## config.mk

```make
export PLATFORM = sky130hd
export DESIGN_NAME = presence_cleaning_sequencer_unit
export DESIGN_NICKNAME = d
export VERILOG_FILES = /design/src/pcs_pkg.sv /design/src/presence_cleaning_sequencer_unit.sv
export SDC_FILE = /design/constraint.sdc
export NUM_CORES = 1
export LEC_CHECK = 0
export ABC_AREA = 1
export BUFFER_PORTS_ARGS = -buffer_cell sky130_fd_sc_hd__buf_4
export CORE_ASPECT_RATIO = 1.4
export CORE_MARGIN = 2
export CORE_UTILIZATION = 46
export DETAILED_ROUTE_END_ITERATION = 7
export PLACE_DENSITY = 0.66
export SYNTH_ARGS = -nofsm -noshare
export SYNTH_HDL_FRONTEND = slang
export SYNTH_SLANG_ARGS = --single-unit
export TNS_END_PERCENT = 100
```

## constraint.sdc

```tcl
create_clock -name clk -period 5.65 [get_ports clk]
set_input_delay 0 -clock clk [delete_from_list [all_inputs] [get_ports clk]]
set_output_delay 0 -clock clk [all_outputs]
set_load 0.01 [all_outputs]
```

## src/pcs_pkg.sv

```systemverilog
// shared types and constants for the presence cleaning sequencer
// no dependencies; used by presence_cleaning_sequencer_unit
package pcs_pkg;

  // elapsed timer width; timers saturate at all ones
  localparam int unsigned TIMER_BITS = 16;
  localparam logic [TIMER_BITS-1:0] TIMER_MAX = '1;
  localparam logic [TIMER_BITS-1:0] TIMER_ONE = TIMER_BITS'(1);

  // configuration port
  localparam int unsigned ADDR_W = 5;
  localparam int unsigned DATA_W = 32;

  // register indexes (byte address = 4 * index)
  localparam logic [2:0] REG_DETECT_MS   = 3'd0;
  localparam logic [2:0] REG_COOLDOWN_MS = 3'd1;
  localparam logic [2:0] REG_STEP_MS     = 3'd2;
  localparam logic [2:0] REG_HOLD_MS     = 3'd3;
  localparam logic [2:0] REG_SWEEP_ANGLE = 3'd4;

  // register reset values
  localparam logic [15:0] DETECT_MS_RST   = 16'd5000;
  localparam logic [15:0] COOLDOWN_MS_RST = 16'd30000;
  localparam logic [7:0]  STEP_MS_RST     = 8'd17;
  localparam logic [15:0] HOLD_MS_RST     = 16'd2000;
  localparam logic [7:0]  SWEEP_ANGLE_RST = 8'd90;

  // servo limit in degrees
  localparam logic [7:0] ANGLE_LIMIT = 8'd180;

  typedef enum logic [2:0] {
    MODE_IDLE     = 3'd0,
    MODE_DETECT   = 3'd1,
    MODE_OCCUPIED = 3'd2,
    MODE_COOLDOWN = 3'd3,
    MODE_CLEANING = 3'd4
  } mode_t;

  typedef enum logic [1:0] {
    PH_IDLE = 2'd0,
    PH_UP   = 2'd1,
    PH_HOLD = 2'd2,
    PH_DOWN = 2'd3
  } phase_t;

endpackage

```

## src/presence_cleaning_sequencer_unit.sv

```systemverilog
// top level of the presence cleaning sequencer: mode machine, servo sweep,
// visit counter and configuration registers; depends on pcs_pkg
//
// One item is one millisecond tick carrying presence and flush_request. The
// block takes an item in every clock cycle while in_stall is low and shows
// its result in the next cycle: the mode, sweep and counter registers are
// updated at the edge where the item is accepted and drive the result ports
// directly through that single register stage. A result stays on the
// outputs until taken; while out_stall holds a waiting result, in_stall is
// raised and no further item is taken, and the item slot frees in the same
// cycle the result is taken. Configuration lives on an APB-style port at byte
// addresses 0, 4, 8, 12 and 16 (detect, cooldown, step, hold, sweep angle);
// write it only while no item is in flight. There is no clearing pass.
module presence_cleaning_sequencer_unit (
  input  logic                        clk,
  input  logic                        rst,
  // item input
  input  logic                        in_valid,
  output logic                        in_stall,
  input  logic                        presence,
  input  logic                        flush_request,
  // result output
  output logic                        out_valid,
  input  logic                        out_stall,
  output logic [2:0]                  mode,
  output logic [7:0]                  servo_angle,
  output logic                        servo_active,
  output logic [31:0]                 visit_total,
  // configuration
  input  logic                        psel,
  input  logic                        penable,
  input  logic                        pwrite,
  input  logic [pcs_pkg::ADDR_W-1:0]  paddr,
  input  logic [pcs_pkg::DATA_W-1:0]  pwdata,
  output logic [pcs_pkg::DATA_W-1:0]  prdata,
  output logic                        pready
);

  // configuration registers
  logic [15:0] detect_ms;
  logic [15:0] cooldown_ms;
  logic [7:0]  step_ms;
  logic [15:0] hold_ms;
  logic [7:0]  sweep_angle;

  // sequencer state
  pcs_pkg::mode_t                    mode_reg, mode_next;
  logic [pcs_pkg::TIMER_BITS-1:0]    mode_elapsed, mode_elapsed_next;
  logic                              flush_pending, flush_pending_next;
  pcs_pkg::phase_t                   sweep_phase, sweep_phase_next;
  logic [pcs_pkg::TIMER_BITS-1:0]    sweep_elapsed, sweep_elapsed_next;
  logic [7:0]                        angle_reg, angle_next;
  logic [31:0]                       visit_counter, visit_counter_next;

  logic        in_accept;
  logic        cfg_write;
  logic [2:0]  cfg_index;

  // intermediate values between the mode step and the sweep step
  logic                              flush_seen;
  logic                              start_sweep;
  pcs_pkg::phase_t                   phase_mid;
  logic [7:0]                        angle_mid;
  logic [pcs_pkg::TIMER_BITS-1:0]    sweep_el_mid;
  logic [7:0]                        top_angle;
  logic [7:0]                        angle_up;
  logic [7:0]                        angle_down;
  logic                              step_due;

  // ---------------------------------------------------------------------
  // handshake: the state registers are the result register, so an item is
  // taken only when the previous result is gone or leaving this cycle
  // ---------------------------------------------------------------------
  assign in_stall  = out_valid && out_stall;
  assign in_accept = in_valid && !in_stall;

  always_ff @(posedge clk) begin
    if (rst) begin
      out_valid <= 1'b0;
    end else if (in_accept) begin
      out_valid <= 1'b1;
    end else if (!out_stall) begin
      out_valid <= 1'b0;
    end
  end

  assign mode         = mode_reg;
  assign servo_angle  = angle_reg;
  assign servo_active = (sweep_phase != pcs_pkg::PH_IDLE);
  assign visit_total  = visit_counter;

  // ---------------------------------------------------------------------
  // configuration port; unaligned low address bits are ignored
  // ---------------------------------------------------------------------
  assign pready    = 1'b1;
  assign cfg_index = paddr[4:2];
  assign cfg_write = psel && penable && pwrite && pready;

  always_ff @(posedge clk) begin
    if (rst) begin
      detect_ms   <= pcs_pkg::DETECT_MS_RST;
      cooldown_ms <= pcs_pkg::COOLDOWN_MS_RST;
      step_ms     <= pcs_pkg::STEP_MS_RST;
      hold_ms     <= pcs_pkg::HOLD_MS_RST;
      sweep_angle <= pcs_pkg::SWEEP_ANGLE_RST;
    end else if (cfg_write) begin
      case (cfg_index)
        pcs_pkg::REG_DETECT_MS:   detect_ms   <= pwdata[15:0];
        pcs_pkg::REG_COOLDOWN_MS: cooldown_ms <= pwdata[15:0];
        pcs_pkg::REG_STEP_MS:     step_ms     <= pwdata[7:0];
        pcs_pkg::REG_HOLD_MS:     hold_ms     <= pwdata[15:0];
        pcs_pkg::REG_SWEEP_ANGLE: sweep_angle <= pwdata[7:0];
        default: ; // writes beyond the register list are dropped
      endcase
    end
  end

  always_comb begin
    case (cfg_index)
      pcs_pkg::REG_DETECT_MS:   prdata = {16'd0, detect_ms};
      pcs_pkg::REG_COOLDOWN_MS: prdata = {16'd0, cooldown_ms};
      pcs_pkg::REG_STEP_MS:     prdata = {24'd0, step_ms};
      pcs_pkg::REG_HOLD_MS:     prdata = {16'd0, hold_ms};
      pcs_pkg::REG_SWEEP_ANGLE: prdata = {24'd0, sweep_angle};
      default:                  prdata = '0;
    endcase
  end

  // ---------------------------------------------------------------------
  // next state for one tick: timers advance first, then the mode step,
  // then the sweep step working on what the mode step left
  // ---------------------------------------------------------------------
  always_comb begin
    flush_seen         = flush_pending | flush_request;
    flush_pending_next = flush_seen;
    mode_next          = mode_reg;
    mode_elapsed_next  = (mode_elapsed == pcs_pkg::TIMER_MAX) ? mode_elapsed
                                                              : mode_elapsed + pcs_pkg::TIMER_ONE;
    sweep_el_mid       = (sweep_elapsed == pcs_pkg::TIMER_MAX) ? sweep_elapsed
                                                               : sweep_elapsed + pcs_pkg::TIMER_ONE;
    visit_counter_next = visit_counter;
    start_sweep        = 1'b0;

    // mode step; a latched or incoming flush wins in idle and cooldown
    if (flush_seen && (mode_reg inside {pcs_pkg::MODE_IDLE, pcs_pkg::MODE_COOLDOWN})) begin
      flush_pending_next = 1'b0;
      mode_next          = pcs_pkg::MODE_CLEANING;
      mode_elapsed_next  = '0;
      start_sweep        = 1'b1;
    end else begin
      case (mode_reg)
        pcs_pkg::MODE_IDLE: begin
          if (presence) begin
            mode_next         = pcs_pkg::MODE_DETECT;
            mode_elapsed_next = '0;
          end
        end
        pcs_pkg::MODE_DETECT: begin
          // losing presence here keeps the timer running, no visit counted
          if (!presence) begin
            mode_next = pcs_pkg::MODE_IDLE;
          end else if (32'(mode_elapsed_next) >= 32'(detect_ms)) begin
            mode_next         = pcs_pkg::MODE_OCCUPIED;
            mode_elapsed_next = '0;
          end
        end
        pcs_pkg::MODE_OCCUPIED: begin
          if (!presence) begin
            visit_counter_next = visit_counter + 32'd1;
            mode_next          = pcs_pkg::MODE_COOLDOWN;
            mode_elapsed_next  = '0;
          end
        end
        pcs_pkg::MODE_COOLDOWN: begin
          if (presence) begin
            mode_next         = pcs_pkg::MODE_OCCUPIED;
            mode_elapsed_next = '0;
          end else if (32'(mode_elapsed_next) >= 32'(cooldown_ms)) begin
            mode_next         = pcs_pkg::MODE_CLEANING;
            mode_elapsed_next = '0;
            start_sweep       = 1'b1;
          end
        end
        pcs_pkg::MODE_CLEANING: begin
          // leave on the tick after the sweep has finished
          if (sweep_phase == pcs_pkg::PH_IDLE) begin
            mode_next         = pcs_pkg::MODE_IDLE;
            mode_elapsed_next = '0;
          end
        end
        default: begin
          mode_next         = pcs_pkg::MODE_IDLE;
          mode_elapsed_next = '0;
        end
      endcase
    end

    // sweep start resets the servo before this tick's sweep step
    phase_mid = sweep_phase;
    angle_mid = angle_reg;
    if (start_sweep) begin
      phase_mid    = pcs_pkg::PH_UP;
      angle_mid    = 8'd0;
      sweep_el_mid = '0;
    end

    top_angle  = (sweep_angle > pcs_pkg::ANGLE_LIMIT) ? pcs_pkg::ANGLE_LIMIT : sweep_angle;
    angle_up   = (angle_mid < pcs_pkg::ANGLE_LIMIT) ? angle_mid + 8'd1 : angle_mid;
    angle_down = (angle_mid != 8'd0) ? angle_mid - 8'd1 : angle_mid;
    step_due   = (32'(sweep_el_mid) >= 32'(step_ms));

    sweep_phase_next   = phase_mid;
    angle_next         = angle_mid;
    sweep_elapsed_next = sweep_el_mid;

    // sweep step: ramp up, hold at the top, ramp down
    case (phase_mid)
      pcs_pkg::PH_UP: begin
        if (step_due) begin
          sweep_elapsed_next = '0;
          angle_next         = angle_up;
          // a zero top angle still rises to one degree before holding
          if (angle_up >= top_angle) begin
            sweep_phase_next = pcs_pkg::PH_HOLD;
          end
        end
      end
      pcs_pkg::PH_HOLD: begin
        if (32'(sweep_el_mid) >= 32'(hold_ms)) begin
          sweep_phase_next   = pcs_pkg::PH_DOWN;
          sweep_elapsed_next = '0;
        end
      end
      pcs_pkg::PH_DOWN: begin
        if (step_due) begin
          sweep_elapsed_next = '0;
          angle_next         = angle_down;
          if (angle_down == 8'd0) begin
            sweep_phase_next = pcs_pkg::PH_IDLE;
          end
        end
      end
      default: ; // idle phase: servo parked
    endcase
  end

  // state advances only when an item is taken
  always_ff @(posedge clk) begin
    if (rst) begin
      mode_reg      <= pcs_pkg::MODE_IDLE;
      mode_elapsed  <= '0;
      flush_pending <= 1'b0;
      sweep_phase   <= pcs_pkg::PH_IDLE;
      sweep_elapsed <= '0;
      angle_reg     <= 8'd0;
      visit_counter <= 32'd0;
    end else if (in_accept) begin
      mode_reg      <= mode_next;
      mode_elapsed  <= mode_elapsed_next;
      flush_pending <= flush_pending_next;
      sweep_phase   <= sweep_phase_next;
      sweep_elapsed <= sweep_elapsed_next;
      angle_reg     <= angle_next;
      visit_counter <= visit_counter_next;
    end
  end

  // ---------------------------------------------------------------------
  // assertions
  // ---------------------------------------------------------------------

  // a running sweep only exists in cleaning mode
  assert property (@(posedge clk) disable iff (rst)
    (sweep_phase != pcs_pkg::PH_IDLE) |-> (mode_reg == pcs_pkg::MODE_CLEANING))
    else $error("sweep running outside cleaning mode");

  // the servo is parked whenever no sweep is running
  assert property (@(posedge clk) disable iff (rst)
    (sweep_phase == pcs_pkg::PH_IDLE) |-> (angle_reg == 8'd0))
    else $error("servo angle non-zero with sweep idle");

  // commanded angle never exceeds the servo limit
  assert property (@(posedge clk) disable iff (rst)
    angle_reg <= pcs_pkg::ANGLE_LIMIT)
    else $error("servo angle beyond limit");

  // state and visit count move only with an accepted item
  assert property (@(posedge clk) disable iff (rst)
    !in_accept |=> ($stable(visit_counter) && $stable(mode_reg) && $stable(angle_reg)))
    else $error("state changed without an accepted item");

  // visits are counted only when leaving occupied mode
  assert property (@(posedge clk) disable iff (rst)
    (in_accept && (visit_counter_next != visit_counter))
      |-> (mode_reg == pcs_pkg::MODE_OCCUPIED && !presence))
    else $error("visit counted outside end of occupancy");

  // the input is held off only while a result waits
  assert property (@(posedge clk) disable iff (rst)
    in_stall |-> out_valid)
    else $error("input stalled with no result pending");

endmodule
```

# Word level (Yosys, flattened, before mapping)
# Index checks and enable logic that the tools add are counted.
# Widths: inputs -> output; s select.
# totals
reg_bits	143
latchBits	0
ram_bits	0
mem_bits_ro	0
input_bits	46
output_inout_bits	79
word_cells	114
memories	0
# classes
add_sub_neg	5
n_mul	0
div_mod_pow	0
order_cmp	7
n_eq_ne	19
n_shift	0
n_mux	46
bitwise_logic	3
n_reduce_logical	21
# op_table
operator	count
$mux 16	13
$pmux 16 s5	2
$ge 16x16->1	3
$mux 8	6
$add 16x1->16 const B	2
$add 32x1->32 const B	1
$eq 16x16->1 const B	2
$pmux 16 s2	1
$mux 3	8
$ge 16x8->1	1
$pmux 8 s2	1
$pmux 3 s5	1
$eq 3x2->1 const B	4
$mux 2	6
$reduce_and 2->1	5
$add 8x1->8 const B	1
$ge 8x8->1	1
$gt 8x8->1 const B	1
$logic_not 8->1	1
$lt 8x8->1 const B	1
$reduce_bool 8->1	1
$sub 8x1->8 const B	1
$mux 1	7
$eq 3x1->1 const B	2
19 further kinds	29

# Logic depth before layout (Yosys ltp)
# depth
word_depth	14
mapped_depth	43

# Least setup slack after synthesis
# No wires, ideal clock.
# synth_path
kind	reg2reg
from	register mode_elapsed[0] in the netlist's numbering
to	register sweep_phase[0]
setup_ns	0.137
t_arrival_ns	4.601
required_ns	5.513
slack_ns	0.912
path_stages_with_launch	42
n_path_buf	2
cell_sequence	dfxtp_1 > ha_1 > inv_1 > nor3_2 > nand2_1 > nor4_2 > nand3_1 > inv_1 > nor3_1 > nand2_1 > xnor2_1 > ha_1 > nand2_1 > nand2_1 > nand2_1 > nand2_1 > nor2_1 > nand2_1 > [6 not listed] > inv_1 > ha_1 > nand3_1 > xor2_1 > nand2_1 > o21ai_1 > inv_1 > ha_1 > nand2_1 > nor2_1 > nand4_1 > o2111ai_1 > nand2_1 > nand2_1 > and2_1 > nand2_1 > nand2_1 > a21oi_1
# synth_between
elab_chain_len	14
# synth_rtl
element	line_no	source
start, declared	presence_cleaning_sequencer_unit.sv:48	logic [pcs_pkg::TIMER_BITS-1:0] mode_elapsed, mode_elapsed_next;
start signal, assigned	presence_cleaning_sequencer_unit.sv:259	mode_elapsed <= mode_elapsed_next;
$add 16x1->16 or $eq 16x16->1 (tied branches)	presence_cleaning_sequencer_unit.sv:138, presence_cleaning_sequencer_unit.sv:137	
$mux 16 *	presence_cleaning_sequencer_unit.sv:137	mode_elapsed_next = (mode_elapsed == pcs_pkg::TIMER_MAX) ? mode_elapsed
$ge 16x16->1 *	presence_cleaning_sequencer_unit.sv:178	end else if (32'(mode_elapsed_next) >= 32'(cooldown_ms)) begin
$mux 1 *	presence_cleaning_sequencer_unit.sv:178	
$mux 1 *	presence_cleaning_sequencer_unit.sv:175	if (presence) begin
$mux 1 *	presence_cleaning_sequencer_unit.sv:151	case (mode_reg)
$mux 1 *	presence_cleaning_sequencer_unit.sv:145	if (flush_seen && (mode_reg inside {pcs_pkg::MODE_IDLE, pcs_pkg::MODE_COOLDOWN})) begin
$mux 8	presence_cleaning_sequencer_unit.sv:201	if (start_sweep) begin
$add 8x1->8 (tied with other cells)	presence_cleaning_sequencer_unit.sv:208	angle_up = (angle_mid < pcs_pkg::ANGLE_LIMIT) ? angle_mid + 8'd1 : angle_mid;
$mux 8 (on tied branches)	presence_cleaning_sequencer_unit.sv:208, presence_cleaning_sequencer_unit.sv:209	
$ge 8x8->1 or $logic_not 8->1 (tied branches)	presence_cleaning_sequencer_unit.sv:223, presence_cleaning_sequencer_unit.sv:238	
$mux 2 (on tied branches)	presence_cleaning_sequencer_unit.sv:223, presence_cleaning_sequencer_unit.sv:238	
$mux 2 (on tied branches)	presence_cleaning_sequencer_unit.sv:219, presence_cleaning_sequencer_unit.sv:235	
$pmux 2 s3 *	presence_cleaning_sequencer_unit.sv:217	case (phase_mid)
end signal, assigned	presence_cleaning_sequencer_unit.sv:253	sweep_phase <= pcs_pkg::PH_IDLE;
end signal, assigned	presence_cleaning_sequencer_unit.sv:261	sweep_phase <= sweep_phase_next;
end, declared	presence_cleaning_sequencer_unit.sv:50	pcs_pkg::phase_t sweep_phase, sweep_phase_next;
# Mark *: on every way between the ends. The rest lies on a longest branch, timed or not.
# A chain may end at the register's enable or synchronous reset.

# Final worst setup path
# layout_path
from	register mode_elapsed[5] in the netlist's numbering
to	register angle_reg[4], in the netlist servo_angle[4]
# layout_between
elab_chain_len	12
# layout_rtl
element	line_no	source
$add 16x1->16 or $eq 16x16->1 (tied branches)	presence_cleaning_sequencer_unit.sv:138, presence_cleaning_sequencer_unit.sv:137	
$mux 16 *	presence_cleaning_sequencer_unit.sv:137	
$ge 16x16->1 *	presence_cleaning_sequencer_unit.sv:178	
$mux 1 *	presence_cleaning_sequencer_unit.sv:178	
$mux 1 *	presence_cleaning_sequencer_unit.sv:175	
$mux 1 *	presence_cleaning_sequencer_unit.sv:151	
$mux 1 *	presence_cleaning_sequencer_unit.sv:145	
$mux 8	presence_cleaning_sequencer_unit.sv:201	
$sub 8x1->8 (tied with other cells)	presence_cleaning_sequencer_unit.sv:209	angle_down = (angle_mid != 8'd0) ? angle_mid - 8'd1 : angle_mid;
$mux 8 (on tied branches)	presence_cleaning_sequencer_unit.sv:209, presence_cleaning_sequencer_unit.sv:208	
$mux 8 (on tied branches)	presence_cleaning_sequencer_unit.sv:235, presence_cleaning_sequencer_unit.sv:219	
$pmux 8 s2 *	presence_cleaning_sequencer_unit.sv:217	
end signal, assigned	presence_cleaning_sequencer_unit.sv:263	angle_reg <= angle_next;
end, declared	presence_cleaning_sequencer_unit.sv:52	logic [7:0] angle_reg, angle_next;
# Marks and branches as above.

==> metrics.md <==
| Metric | Value |
|---|---|
| Hold Path Depth | `5` |
| Placed instance area | `10400 µm²` |
| CORE AREA | `20300 µm²` |
| R2r setup slk | `roughly 0.42 ns` |
| Yosys cell types | `61` |
| CP Capture Type | `register` |
| PD cells | `around 220 nW/µm²` |
| Layout cells sized above 1 | `around 16%` |
| Tcrit/Tclk final | `92.6%` |
| Total power draw | `approximately 2.6 mW` |
| Critical R2R Launch | `mode_elapsed[5]` |
| Initial Util | `a little under half` |
| CTS HTree Levels | `4` |
| DR iter-0 viols | `550` |
| Outcome | `finished clean` |
| Most used cell, CP | `nand2_1` |
| Vias | `~9500` |
| Fin crit period | `around 5.2 ns` |
| Util after Layout | `between 50% and 60%` |
| Yosys top cell area share | `a little under a third` |
| Commonest non-fill, non-tap cell in the layout | `nand2_1` |
| Leakage power | `between 5 and 6 nW` |
| Max FO, Critical Path | `15` |
| CTS tree | `done` |
| Synth Flop Type | `dfxtp_1` |
| Max_slew headroom | `28.3%` |
| Pin count of the biggest net entering global routing | `between 60 and 70` |
| DP HPWL | `between 20 and 25 mm` |
| Final TNS setup | `0 ns` |
| Clk_skew | `about 0.011 ns` |
| Final GP Congestion | `~0.91` |
| Die W | `approximately 130 µm` |
| CP Class | `reg -> reg` |
| I/O pins | `125` |
| R2R depth | `35` |
| Total GRT Usage | `around a quarter` |
| Number of synthesized register bits | `about 140` |
| Asr flop ratio synth | `0%` |
| Commonest non-fill, non-tap cells in the layout | `300 x nand2_1, 192 x inv_1, 140 x dfxtp_1` |
| Mapped Cells | `~1400` |
| Die Y | `about 170 µm` |
| Fin. max-slew vios | `0` |
| Number of flip-flops in the largest register | `32` |
| Reg-to-reg endpoint | `servo_angle[4]` |
| Worst-path clk slew | `~0.06 ns` |
| Syn avg cell area | `~6.8 µm²` |
| Area of the die | `between 20000 and 25000 µm²` |
| Worst-Skew Late Latency | `about 0.43 ns` |
| Min-Delay Startpoint | `flush_request` |
| DR WL/cell | `15.3 µm` |
| Yosys top cell by area | `dfxtp_1` |
| Hold path endpoint | `flush_pending` |
| Vias per cell | `5.34` |
| First drt pass iteration count | `5` |
| Design area | `between 10000 and 15000 µm²` |
| Max Cap Violations | `0` |
| CP startpoint kind | `register` |
| Worst endpoint required time | `approximately 6.0 ns` |
| Sequential cell area fraction in the yosys report | `30.3%` |
| Detail Route Antenna Nets | `0` |
| Clk buf depth | `2` |
| Initial antenna violation count | `0` |
| HP Class | `in -> reg` |
| Area growth, synth to finish | `20.8%` |
| ANT cells | `0` |
| Post-synth EDFFs | `0` |
| Ranking of synthesized cells by area | `dfxtp_1 30%, nand2_1 12%, ha_1 9.3%` |
| Number of setup violations in the final report | `0` |
| CP max stage delay | `0.36 ns` |
| Clock sinks | `roughly 140` |
| Worst Tran Pin Value | `1.07 ns` |
| Clock Tree Root | `clkbuf_16` |
| Hold slack | `0.0169 ns` |
| Max Freq | `191 MHz` |
| Nets | `1622` |
| DRC | `0` |
| Mapped cell area | `approximately 9400 µm²` |
| Final Hold Vio Count | `0` |
| Total gr overflow | `0` |
| Total CTS buffers | `17` |
| Critical-path top delay cell | `dfxtp_2` |
| Max rail drop VDD | `between 150 and 200 µV` |
| WP data arrival | `around 5.6 ns` |
| Yosys warnings | `0` |
| Vias in the first global route | `around 9000` |
| First-pass GRT wire length | `43.8 mm` |
| # port buffers | `between 80 and 90` |
| Row Count | `62` |
| Final wirelength | `~27 mm` |
what timing repair did:
item                                    CTS  global route
endpoints found under the setup margin    0            26
endpoints found under the hold margin    68             0
hold buffers                             19             0
buffers inserted                          0             6
gates resized for setup                   0            31
worst max-delay path, delay by kind of cell (launching register included):
family / cells / cell delay (ns)
and+or+nand+nor: 19 / 2.30
DFF: 1 / 0.36
buffers and inverters: 7 / 0.78
AOI/OAI and AO/OA: 6 / 0.85
xor gates and xnor gates: 1 / 0.21
adders and majority gates: 2 / 0.63
how the worst max path moves through the flow:
stage | slack [ns] | cells after the start | from | endpoint
after floorplan | 0.91 | 41 | mode_elapsed[0] | sweep_phase[0]
after global placement | 0.32 | 35 | mode_elapsed[0] | servo_angle[0]
after detailed placement | 0.19 | 37 | mode_elapsed[0] | servo_angle[0]
after CTS | 0.17 | 37 | mode_elapsed[0] | servo_angle[0]
after global routing | -0.05 | 43 | mode_elapsed[3] | sweep_phase[1]
final | 0.42 | 35 | mode_elapsed[5] | servo_angle[4]
per-layer routing:
metal,wire length [µm],global-route usage [%],up-vias
li1,-,-,4812
met2,14000,46.1,256
met5,0,0,-
met4,1110,10.4,0
met3,1100,3.55,72
met1,10900,27.9,4342
Yosys cell counts (20+ instances only):
library cell and n:
inv_1 194, nand2_1 302, nor3_1 33, ha_1 70, o21ai_0 100, nand4_1 20
nor2_1 87, nand2_2 20, dfxtp_1 143, clkbuf_1 30, a21oi_1 141, nand3_1 50
area by class of cell:
| type | instances | area (µm²) |
|---|---|---|
| Inverter | 201 | 767 |
| Fill cell | 2032 | 8910 |
| Clock buffer | 17 | 425 |
| Timing Repair Buffer | 144 | 1160 |
| Tap cell | 256 | 320 |
| Clock inverter | 15 | 176 |
| Multi-Input combinational cell | 999 | 5700 |
| Sequential cell | 143 | 2870 |
power by group:
part           internal [mW]  switching [mW]  total (mW)
registers               1.02          0.0165        1.04
clock network          0.665           0.492        1.16
logic                  0.136           0.233       0.369
total                   1.82           0.741        2.56
through the flow:
stage	instances	setup WS [ns]
after floorplan	1397	0.912
after global placement	1716	0.321
after detailed placement	1716	0.194
after CTS	1767	0.172
after global routing	1775	-0.0471
final	1775	0.421
cells by family after synthesis:
family	count (synthesis)	synth area share (%)
other	2	0.0795
adders and majority gates	70	9.27
AOI/OAI and AO/OA	326	19.9
buffers and inverters	256	11.4
DFF	143	30.3
and+or+nand+nor	562	26.9
xor gates and xnor gates	23	2.13
(Power assumes the default switching activity.)
